### src/hdl/krc_pkg.sv
package krc_pkg;

  localparam int unsigned CylW      = 4;
  localparam int unsigned LevelW    = 15;
  localparam int unsigned GainW     = 13;
  localparam int unsigned TimingW   = 14;
  localparam int unsigned ThrottleW = 10;
  localparam int unsigned RetardW   = 13;
  localparam int unsigned TrimW     = 12;
  localparam int unsigned CountW    = 32;
  localparam int unsigned AggrW     = 7;

  localparam int unsigned ApbAddrW = 5;
  localparam int unsigned ApbDataW = 32;

  localparam int TimingFloor = 2000;
  localparam int FuelPctCap  = 30;
  localparam int FuelTrimMax = 3000;

  // floor(x / 100) == (x * Div100Mul) >> Div100Shift for x < 2^21
  localparam int unsigned Div100Mul   = 2684355;
  localparam int unsigned Div100Shift = 28;

  typedef enum logic [0:0] {
    OpKnock = 1'b0,
    OpTick  = 1'b1
  } opcode_e;

  typedef enum logic [2:0] {
    RegRetardAggr  = 3'd0,
    RegFuelAggr    = 3'd1,
    RegFuelPct     = 3'd2,
    RegRetardDecay = 3'd3,
    RegFuelDecay   = 3'd4,
    RegMinThrottle = 3'd5
  } reg_idx_e;

endpackage

### src/hdl/krc_if.sv
interface krc_item_if import krc_pkg::*; ();
  logic                        valid;
  logic                        ready;
  opcode_e                     opcode;
  logic [CylW-1:0]             cylinder;
  logic signed [LevelW-1:0]    knock_level;
  logic signed [GainW-1:0]     cylinder_gain;
  logic signed [TimingW-1:0]   base_timing;
  logic [ThrottleW-1:0]        throttle;
  logic signed [LevelW-1:0]    new_threshold;
  logic [RetardW-1:0]          new_max_retard;

  modport source (output valid, opcode, cylinder, knock_level, cylinder_gain, base_timing,
                  throttle, new_threshold, new_max_retard, input ready);
  modport sink   (input valid, opcode, cylinder, knock_level, cylinder_gain, base_timing,
                  throttle, new_threshold, new_max_retard, output ready);
endinterface

interface krc_result_if import krc_pkg::*; ();
  logic               valid;
  logic               ready;
  logic               is_knock;
  logic [CylW-1:0]    cylinder_echo;
  logic [RetardW-1:0] retard;
  logic [TrimW-1:0]   fuel_trim;
  logic [CountW-1:0]  knock_total;
  logic               retard_active;

  modport source (output valid, is_knock, cylinder_echo, retard, fuel_trim, knock_total,
                  retard_active, input ready);
  modport sink   (input valid, is_knock, cylinder_echo, retard, fuel_trim, knock_total,
                  retard_active, output ready);
endinterface

### src/hdl/knock_retard_controller_core.sv
// knock retard controller
// item channel req_i: opcode 0 is a knock event (level, gain, timing, cylinder),
// opcode 1 is a periodic tick (throttle, new threshold, new maximum retard).
// result channel rsp_o: one result per item with the knock flag, the cylinder
// (zero for ticks) and the retard, fuel trim and knock count after the update.
// registers sit on an apb port (psel, penable, pwrite, paddr, pwdata, prdata,
// pready), register n at byte address 4*n; write them only while idle.
// an item passes the stages in order: one stage forms the retard product, one
// divides it by 100 with a reciprocal multiplier, and the last updates the
// accumulators and loads the result register.
// throughput is one item per clock while not stalled. when the receiver stalls,
// all three stages hold and ready drops as soon as the result register is full
// and not taken, so up to two items wait in the first two stages behind it.
// reset (rst_ni low, asynchronous) clears retard, trim, knock count, threshold
// and maximum retard, empties the pipeline and loads the register defaults.
module knock_retard_controller_core import krc_pkg::*; (
  input  logic                clk_i,
  input  logic                rst_ni,
  krc_item_if.sink            req_i,
  krc_result_if.source        rsp_o,
  input  logic                psel,
  input  logic                penable,
  input  logic                pwrite,
  input  logic [ApbAddrW-1:0] paddr,
  input  logic [ApbDataW-1:0] pwdata,
  output logic [ApbDataW-1:0] prdata,
  output logic                pready
);

  typedef struct packed {
    opcode_e                   opcode;
    logic [CylW-1:0]           cylinder;
    logic signed [LevelW:0]    level;
    logic [ThrottleW-1:0]      throttle;
    logic signed [LevelW-1:0]  new_threshold;
    logic [RetardW-1:0]        new_max_retard;
    logic [TrimW-1:0]          fuel_step;
  } item_t;

  // configuration
  logic [AggrW-1:0]     retard_aggr_q, fuel_aggr_q, fuel_pct_q;
  logic [RetardW-1:0]   retard_decay_q;
  logic [TrimW-1:0]     fuel_decay_q;
  logic [ThrottleW-1:0] min_throttle_q;
  logic                 cfg_we;
  reg_idx_e             cfg_idx;

  // pipeline
  logic         en;
  logic         v1_q, v2_q, out_valid_q;
  item_t        it1_d, it1_q, it2_q;
  logic signed [23:0] prod_d, prod_q;
  logic [20:0]  mag;
  logic [42:0]  qprod;
  logic [13:0]  quot_q;
  logic         neg_q;

  // state
  logic [RetardW-1:0]       retard_q, retard_d;
  logic [TrimW-1:0]         fuel_q, fuel_d;
  logic [CountW-1:0]        count_q, count_d;
  logic signed [LevelW-1:0] thr_q, thr_d;
  logic [RetardW-1:0]       max_q, max_d;
  logic                     knock_q, knock_d;
  logic [CylW-1:0]          echo_q, echo_d;

  logic signed [15:0] timing_span;
  logic [AggrW-1:0]   pct_cap;
  logic signed [14:0] step;
  logic signed [16:0] rsum;
  logic [13:0]        fsum;
  logic signed [13:0] rdec;
  logic signed [12:0] fdec;

  // apb
  assign pready  = 1'b1;
  assign cfg_idx = reg_idx_e'(paddr[ApbAddrW-1:2]);
  assign cfg_we  = psel && penable && pwrite;

  always_comb begin
    prdata = '0;
    case (cfg_idx)
      RegRetardAggr:  prdata = ApbDataW'(retard_aggr_q);
      RegFuelAggr:    prdata = ApbDataW'(fuel_aggr_q);
      RegFuelPct:     prdata = ApbDataW'(fuel_pct_q);
      RegRetardDecay: prdata = ApbDataW'(retard_decay_q);
      RegFuelDecay:   prdata = ApbDataW'(fuel_decay_q);
      RegMinThrottle: prdata = ApbDataW'(min_throttle_q);
      default:        prdata = '0;
    endcase
  end

  always_ff @(posedge clk_i or negedge rst_ni) begin
    if (!rst_ni) begin
      retard_aggr_q  <= AggrW'(20);
      fuel_aggr_q    <= '0;
      fuel_pct_q     <= '0;
      retard_decay_q <= RetardW'(10);
      fuel_decay_q   <= '0;
      min_throttle_q <= '0;
    end else if (cfg_we) begin
      case (cfg_idx)
        RegRetardAggr:  retard_aggr_q  <= pwdata[AggrW-1:0];
        RegFuelAggr:    fuel_aggr_q    <= pwdata[AggrW-1:0];
        RegFuelPct:     fuel_pct_q     <= pwdata[AggrW-1:0];
        RegRetardDecay: retard_decay_q <= pwdata[RetardW-1:0];
        RegFuelDecay:   fuel_decay_q   <= pwdata[TrimW-1:0];
        RegMinThrottle: min_throttle_q <= pwdata[ThrottleW-1:0];
        default: ;
      endcase
    end
  end

  // whole pipeline advances unless a finished result is held
  assign en          = !out_valid_q || rsp_o.ready;
  assign req_i.ready = en;

  // stage 1: level sum, retard product, fuel step
  assign timing_span = 16'(req_i.base_timing) + 16'(TimingFloor);
  assign prod_d      = timing_span * $signed({1'b0, retard_aggr_q});
  assign pct_cap = (fuel_pct_q < AggrW'(FuelPctCap)) ? fuel_pct_q : AggrW'(FuelPctCap);

  always_comb begin
    it1_d.opcode         = req_i.opcode;
    it1_d.cylinder       = req_i.cylinder;
    it1_d.level          = (LevelW+1)'(req_i.knock_level) + (LevelW+1)'(req_i.cylinder_gain);
    it1_d.throttle       = req_i.throttle;
    it1_d.new_threshold  = req_i.new_threshold;
    it1_d.new_max_retard = req_i.new_max_retard;
    it1_d.fuel_step      = TrimW'(pct_cap * fuel_aggr_q);
  end

  // stage 2: divide magnitude by 100
  assign mag   = prod_q[23] ? 21'(-prod_q) : prod_q[20:0];
  assign qprod = 43'(mag) * 43'(Div100Mul);

  always_ff @(posedge clk_i) begin
    if (en) begin
      it1_q  <= it1_d;
      prod_q <= prod_d;
      it2_q  <= it1_q;
      quot_q <= qprod[Div100Shift+13:Div100Shift];
      neg_q  <= prod_q[23];
    end
  end

  // stage 3: accumulator update
  assign step = neg_q ? -$signed({1'b0, quot_q}) : $signed({1'b0, quot_q});
  assign rsum = $signed({4'b0, retard_q}) + 17'(step);
  assign fsum = 14'(fuel_q) + 14'(it2_q.fuel_step);
  assign rdec = $signed({1'b0, retard_q}) - $signed({1'b0, retard_decay_q});
  assign fdec = $signed({1'b0, fuel_q}) - $signed({1'b0, fuel_decay_q});

  always_comb begin
    retard_d = retard_q;
    fuel_d   = fuel_q;
    count_d  = count_q;
    thr_d    = thr_q;
    max_d    = max_q;
    knock_d  = 1'b0;
    echo_d   = '0;
    if (it2_q.opcode == OpKnock) begin
      echo_d = it2_q.cylinder;
      if (it2_q.level > (LevelW+1)'(thr_q)) begin
        knock_d = 1'b1;
        count_d = count_q + 1'b1;
        if (rsum < 0) begin
          retard_d = '0;
        end else if (rsum > $signed({4'b0, max_q})) begin
          retard_d = max_q;
        end else begin
          retard_d = rsum[RetardW-1:0];
        end
        fuel_d = (fsum > 14'(FuelTrimMax)) ? TrimW'(FuelTrimMax) : fsum[TrimW-1:0];
      end
    end else if (it2_q.throttle < min_throttle_q) begin
      retard_d = '0;
      fuel_d   = '0;
    end else begin
      retard_d = (rdec < 0) ? '0 : rdec[RetardW-1:0];
      fuel_d   = (fdec < 0) ? '0 : fdec[TrimW-1:0];
      thr_d    = it2_q.new_threshold;
      max_d    = it2_q.new_max_retard;
    end
  end

  always_ff @(posedge clk_i or negedge rst_ni) begin
    if (!rst_ni) begin
      v1_q        <= 1'b0;
      v2_q        <= 1'b0;
      out_valid_q <= 1'b0;
      retard_q    <= '0;
      fuel_q      <= '0;
      count_q     <= '0;
      thr_q       <= '0;
      max_q       <= '0;
      knock_q     <= 1'b0;
      echo_q      <= '0;
    end else if (en) begin
      v1_q        <= req_i.valid;
      v2_q        <= v1_q;
      out_valid_q <= v2_q;
      if (v2_q) begin
        retard_q <= retard_d;
        fuel_q   <= fuel_d;
        count_q  <= count_d;
        thr_q    <= thr_d;
        max_q    <= max_d;
        knock_q  <= knock_d;
        echo_q   <= echo_d;
      end
    end
  end

  assign rsp_o.valid         = out_valid_q;
  assign rsp_o.is_knock      = knock_q;
  assign rsp_o.cylinder_echo = echo_q;
  assign rsp_o.retard        = retard_q;
  assign rsp_o.fuel_trim     = fuel_q;
  assign rsp_o.knock_total   = count_q;
  assign rsp_o.retard_active = |retard_q;

endmodule
### src/flat_wrapper.sv
// flat-port wrapper written by rule: the top's interface ports become plain ports
module knock_retard_controller_core_flat import krc_pkg::*;
  (clk_i, rst_ni, psel, penable, pwrite, paddr, pwdata, prdata, pready, req_i_valid, req_i_opcode, req_i_cylinder, req_i_knock_level, req_i_cylinder_gain, req_i_base_timing, req_i_throttle, req_i_new_threshold, req_i_new_max_retard, req_i_ready, rsp_o_valid, rsp_o_is_knock, rsp_o_cylinder_echo, rsp_o_retard, rsp_o_fuel_trim, rsp_o_knock_total, rsp_o_retard_active, rsp_o_ready);
  krc_item_if req_i_i ();
  krc_result_if rsp_o_i ();
  input  logic clk_i;
  input  logic rst_ni;
  input  logic psel;
  input  logic penable;
  input  logic pwrite;
  input  logic [ApbAddrW-1:0] paddr;
  input  logic [ApbDataW-1:0] pwdata;
  output logic [ApbDataW-1:0] prdata;
  output logic pready;
  input wire logic [$bits(req_i_i.valid)-1:0] req_i_valid;
  input wire logic [$bits(req_i_i.opcode)-1:0] req_i_opcode;
  input wire logic [$bits(req_i_i.cylinder)-1:0] req_i_cylinder;
  input wire logic [$bits(req_i_i.knock_level)-1:0] req_i_knock_level;
  input wire logic [$bits(req_i_i.cylinder_gain)-1:0] req_i_cylinder_gain;
  input wire logic [$bits(req_i_i.base_timing)-1:0] req_i_base_timing;
  input wire logic [$bits(req_i_i.throttle)-1:0] req_i_throttle;
  input wire logic [$bits(req_i_i.new_threshold)-1:0] req_i_new_threshold;
  input wire logic [$bits(req_i_i.new_max_retard)-1:0] req_i_new_max_retard;
  output wire logic [$bits(req_i_i.ready)-1:0] req_i_ready;
  output wire logic [$bits(rsp_o_i.valid)-1:0] rsp_o_valid;
  output wire logic [$bits(rsp_o_i.is_knock)-1:0] rsp_o_is_knock;
  output wire logic [$bits(rsp_o_i.cylinder_echo)-1:0] rsp_o_cylinder_echo;
  output wire logic [$bits(rsp_o_i.retard)-1:0] rsp_o_retard;
  output wire logic [$bits(rsp_o_i.fuel_trim)-1:0] rsp_o_fuel_trim;
  output wire logic [$bits(rsp_o_i.knock_total)-1:0] rsp_o_knock_total;
  output wire logic [$bits(rsp_o_i.retard_active)-1:0] rsp_o_retard_active;
  input wire logic [$bits(rsp_o_i.ready)-1:0] rsp_o_ready;
  assign req_i_i.valid = req_i_valid;
  assign req_i_i.opcode = req_i_opcode;
  assign req_i_i.cylinder = req_i_cylinder;
  assign req_i_i.knock_level = req_i_knock_level;
  assign req_i_i.cylinder_gain = req_i_cylinder_gain;
  assign req_i_i.base_timing = req_i_base_timing;
  assign req_i_i.throttle = req_i_throttle;
  assign req_i_i.new_threshold = req_i_new_threshold;
  assign req_i_i.new_max_retard = req_i_new_max_retard;
  assign req_i_ready = req_i_i.ready;
  assign rsp_o_valid = rsp_o_i.valid;
  assign rsp_o_is_knock = rsp_o_i.is_knock;
  assign rsp_o_cylinder_echo = rsp_o_i.cylinder_echo;
  assign rsp_o_retard = rsp_o_i.retard;
  assign rsp_o_fuel_trim = rsp_o_i.fuel_trim;
  assign rsp_o_knock_total = rsp_o_i.knock_total;
  assign rsp_o_retard_active = rsp_o_i.retard_active;
  assign rsp_o_i.ready = rsp_o_ready;
  knock_retard_controller_core u_core (.clk_i(clk_i), .rst_ni(rst_ni), .req_i(req_i_i), .rsp_o(rsp_o_i), .psel(psel), .penable(penable), .pwrite(pwrite), .paddr(paddr), .pwdata(pwdata), .prdata(prdata), .pready(pready));
endmodule
### config.mk
export PLATFORM = sky130hd
export DESIGN_NAME = knock_retard_controller_core_flat
export DESIGN_NICKNAME = d
export VERILOG_FILES = /design/src/hdl/krc_pkg.sv /design/src/hdl/krc_if.sv /design/src/hdl/knock_retard_controller_core.sv /design/src/flat_wrapper.sv
export SDC_FILE = /design/constraint.sdc
export NUM_CORES = 1
export LEC_CHECK = 0
export ABC_CLOCK_PERIOD_IN_PS = 20200
export BUFFER_PORTS_ARGS = -buffer_cell sky130_fd_sc_hd__buf_2
export CAP_MARGIN = 10
export CORE_MARGIN = 2
export CORE_UTILIZATION = 56
export DETAILED_ROUTE_END_ITERATION = 12
export GPL_TIMING_DRIVEN = 0
export HOLD_SLACK_MARGIN = 0.15
export PLACE_DENSITY = 0.87
export SLEW_MARGIN = 10
export SYNTH_ARGS = -nofsm -noshare
export SYNTH_HDL_FRONTEND = slang
export SYNTH_SLANG_ARGS = --single-unit
### constraint.sdc
create_clock -name clk_i -period 20.2 [get_ports clk_i]
set_input_delay 1.01 -clock clk_i [delete_from_list [all_inputs] [get_ports clk_i]]
set_output_delay 1.01 -clock clk_i [all_outputs]
set_load 0.05 [all_outputs]
==> results_dict.tcl <==
set metrics [dict create \
    start_util_pct 56.82 \
    postSynthAreaPerCell_um2 10.68 \
    place_congestion 0.9362 \
    numClockSinks 328 \
    firstDrtPassIters 6 \
    die-height_um 232.6 \
    required_ns 20.47 \
    reg2reg_setup_slack_ns 10.90 \
    skew_ns 0.03217 \
    grt_overflow_total 0 \
    netlist_area_um2 29270 \
    root_buffer "clkbuf_16" \
    setup_viol 0 \
    hp-class "primary input to asynchronous set/reset pin" \
    ys_async_sr_fraction_pct 45.43 \
    path_clk_slew_ns 0.06 \
    dpl.hpwl_um 54660 \
    relSlewSlack_pct 23.14 \
    dieArea_um2 54110 \
    yosysWarnings 0 \
    m1WireLength_um 26990 \
    crit_top_cell "fa_1" \
    setup_slack_ns 10.90 \
    cts_setup_buffers 0 \
    syn_inst 2741 \
    crit_type "flip-flop to flip-flop" \
    drt_iter0_markers 1586 \
    rr_endpoint "u_core.quot_q[13]" \
    final_cells 3707 \
    synth_area_leaders "edfxtp_1 18%, fa_1 18%, ha_1 16%" \
    port_buffers 184 \
    wl_per_cell_um 18.64 \
    worstReg2RegStart "u_core.prod_q[3]" \
    synthDistinctLibCells 80 \
    core_um2 51510 \
    drt.antenna.violating_nets 0 \
    drive_gt1_share_pct 11.56 \
    worst_pin_slew_ns 1.145 \
    maxCapViolCount 0 \
    hold_buffers 0 \
    grt_max_degree 107 \
    critical_path.slowest_cell "fa_1" \
    whs_ns 0.3569 \
    die_w_um 232.6 \
    rsz0062_at_grt "no" \
    netlist.top_cell.by_area "edfxtp_1" \
    critPathMaxFanout 6 \
    period_share_pct 46.04 \
    dp_slack_ns 10.99 \
    wl_met3_um 4492 \
    nets 3769 \
    drc_errors 0 \
    top_layer_used "met5" \
    max_freq_mhz 107.5 \
    vias 21100 \
    start_kind "flip-flop" \
    cts_tree "done" \
    first_global_vias 21830 \
    num_rows 83 \
    cp.arrival_ns 9.57 \
    grt_pass1_wl_um 111400 \
    status "finished clean" \
    end_kind "flip-flop" \
    area_delta_synth_final_pct 10.66 \
    synth-seq-cells 328 \
    final-hold-violation-count 0 \
    cts_buffers 34 \
    grt_usage_pct 26.04 \
    place_inst 3638 \
    drv_slew 0 \
    finalSetupTns_ns 0 \
    wl_um 69100 \
    antenna_found_initial 9 \
    fin_crit_ns 9.301 \
    slowest_delay_ns 0.61 \
    wl_met2_um 34170 \
    clk_latency_ns 0.54 \
    synth_flop_cell "edfxtp_1" \
    cts_resized 0 \
    htreeDepth 2 \
    clockBufferDepth 3 \
    via_per_inst 5.692 \
    synth_edf_count 179 \
    reg2reg_depth 25 \
    ys_seq_area_share_pct 31.12 \
    io_pins 227 \
    synth_top_area_share_pct 18.36 \
]
-- synthesized netlist by cell type, types with 10 or more instances --
library cell  instances
a211oi_1             12
mux2_2               55
edfxtp_1            179
and4_1               10
inv_1               508
o31ai_1              20
or3_1                14
a21oi_1              67
nor2b_1              39
nand2_1             182
a31oi_1              10
nand3_1              36
nor2_1               72
nand2b_1             28
dfrtp_1             145
and2_1               76
mux2i_1              23
buf_4                20
a21o_1               31
clkbuf_1             38
o21a_1               18
xnor2_1             118
nor3_1               34
and3_1               17
or2_2                13
nand4_1              21
o21ai_0              94
o21bai_1             13
fa_1                264
o221ai_1             16
xor2_1               45
ha_1                382
-- worst max-delay path, delay by kind of cell, from the launching register on --
family | cells | cell delay, ns
adders and majority gates | 8 | 3.88
AOI/OAI and AO/OA | 6 | 1.85
and+or+nand+nor | 7 | 1.81
xor gates and xnor gates | 1 | 0.45
DFF | 1 | 0.42
buffers and inverters | 2 | 0.37
muxes | 1 | 0.24
-- kinds of logic (layout without fill, tap and decap cells) --
| logic type | Yosys count | in the layout | synth area share, % |
|---|---|---|---|
| adder cells (fa/ha/maj) | 646 | 646 | 34.39 |
| AND/OR/NAND/NOR | 573 | 573 | 10.02 |
| buffers and inverters | 570 | 819 | 7.592 |
| AO/OA/AOI/OAI | 376 | 376 | 8.712 |
| flip-flops | 328 | 328 | 31.12 |
| XOR/XNOR | 163 | 163 | 4.878 |
| multiplexers | 83 | 83 | 3.262 |
| other | 2 | 39 | 0.02566 |
-- placed cells by master, fill, tap and decap left out, types with 16 or more instances in the layout --
cell type  Yosys  routed
nor2b_1       39      39
o221ai_1      16      16
o31ai_1       20      20
mux2i_1       23      23
ha_1         382     382
nor2_1        72      72
clkbuf_16      0      34
conb_1         2      31
nand2b_1      28      28
nor3_1        34      34
inv_1        508     508
nand2_1      182     182
nand4_1       21      21
o21ai_0       94      94
dfrtp_1      145     145
clkbuf_1      38      44
xor2_1        45      45
buf_4         20      20
edfxtp_1     179     179
buf_2          0     183
and2_1        76      76
a21o_1        31      31
a21oi_1       67      67
o21a_1        18      18
xnor2_1      118     117
and3_1        17      17
fa_1         264     264
mux2_2        55      55
nand3_1       36      36
-- worst max path at each step --
| stage | start | end | slack (ns) | cells past startpoint |
|---|---|---|---|---|
| 2_1_floorplan | rsp_o_ready | u_core.rsp_o.knock_total[8] | 10.59 | 10 |
| 3_3_place_gp | rsp_o_ready | u_core.rsp_o.knock_total[8] | 7.63 | 11 |
| 5_1_grt | u_core.prod_q[3] | u_core.quot_q[13] | 10.37 | 25 |
| 4_1_cts | u_core.prod_q[3] | u_core.quot_q[13] | 10.96 | 25 |
| 6_report | u_core.prod_q[3] | u_core.quot_q[13] | 10.90 | 25 |
| 3_5_place_dp | u_core.prod_q[0] | u_core.quot_q[13] | 10.99 | 25 |
-- metal layers --
metal	vias up	global-route usage, %
met2	797	44.36
met1	10390	32.14
met4	2	12.80
li1	9684	-
met3	232	4.350
met5	-	0
-- flip-flops by register name (all words and copies together) (netlist names), 4 cells and up --
signal                      cells
u_core.fuel_aggr_q              7
u_core.rsp_o.retard            13
u_core.rsp_o.knock_total       32
u_core.max_q                   13
u_core.min_throttle_q          10
u_core.fuel_decay_q            12
u_core.prod_q                  22
u_core.quot_q                  14
u_core.rsp_o.cylinder_echo      4
u_core.fuel_pct_q               7
u_core.it2_q                   71
u_core.it1_q                   71
u_core.rsp_o.fuel_trim         12
u_core.retard_aggr_q            7
u_core.retard_decay_q          13
u_core.thr_q                   15
-- cell type report --
class	count	area, µm²
flip-flops and latches	328	9109
clock inverters	18	182.7
fillers	3958	19120
multi-input cells	1872	18050
repair buffers	188	1041
well taps	680	850.8
diodes	8	20.02
clock buffers	43	904.6
inverters	508	1907
plain buffers	62	319.1
-- stage by stage --
stage	util [%]	area, µm²
final	62.88	32390
after global routing	62.88	32390
after CTS	62.83	32360
after detailed placement	60.71	31270
after global placement	60.47	31150
after floorplan	-	29380
Power is not shown: default switching activity piles up to over one toggle a cycle in this logic, so the estimate is an artifact.
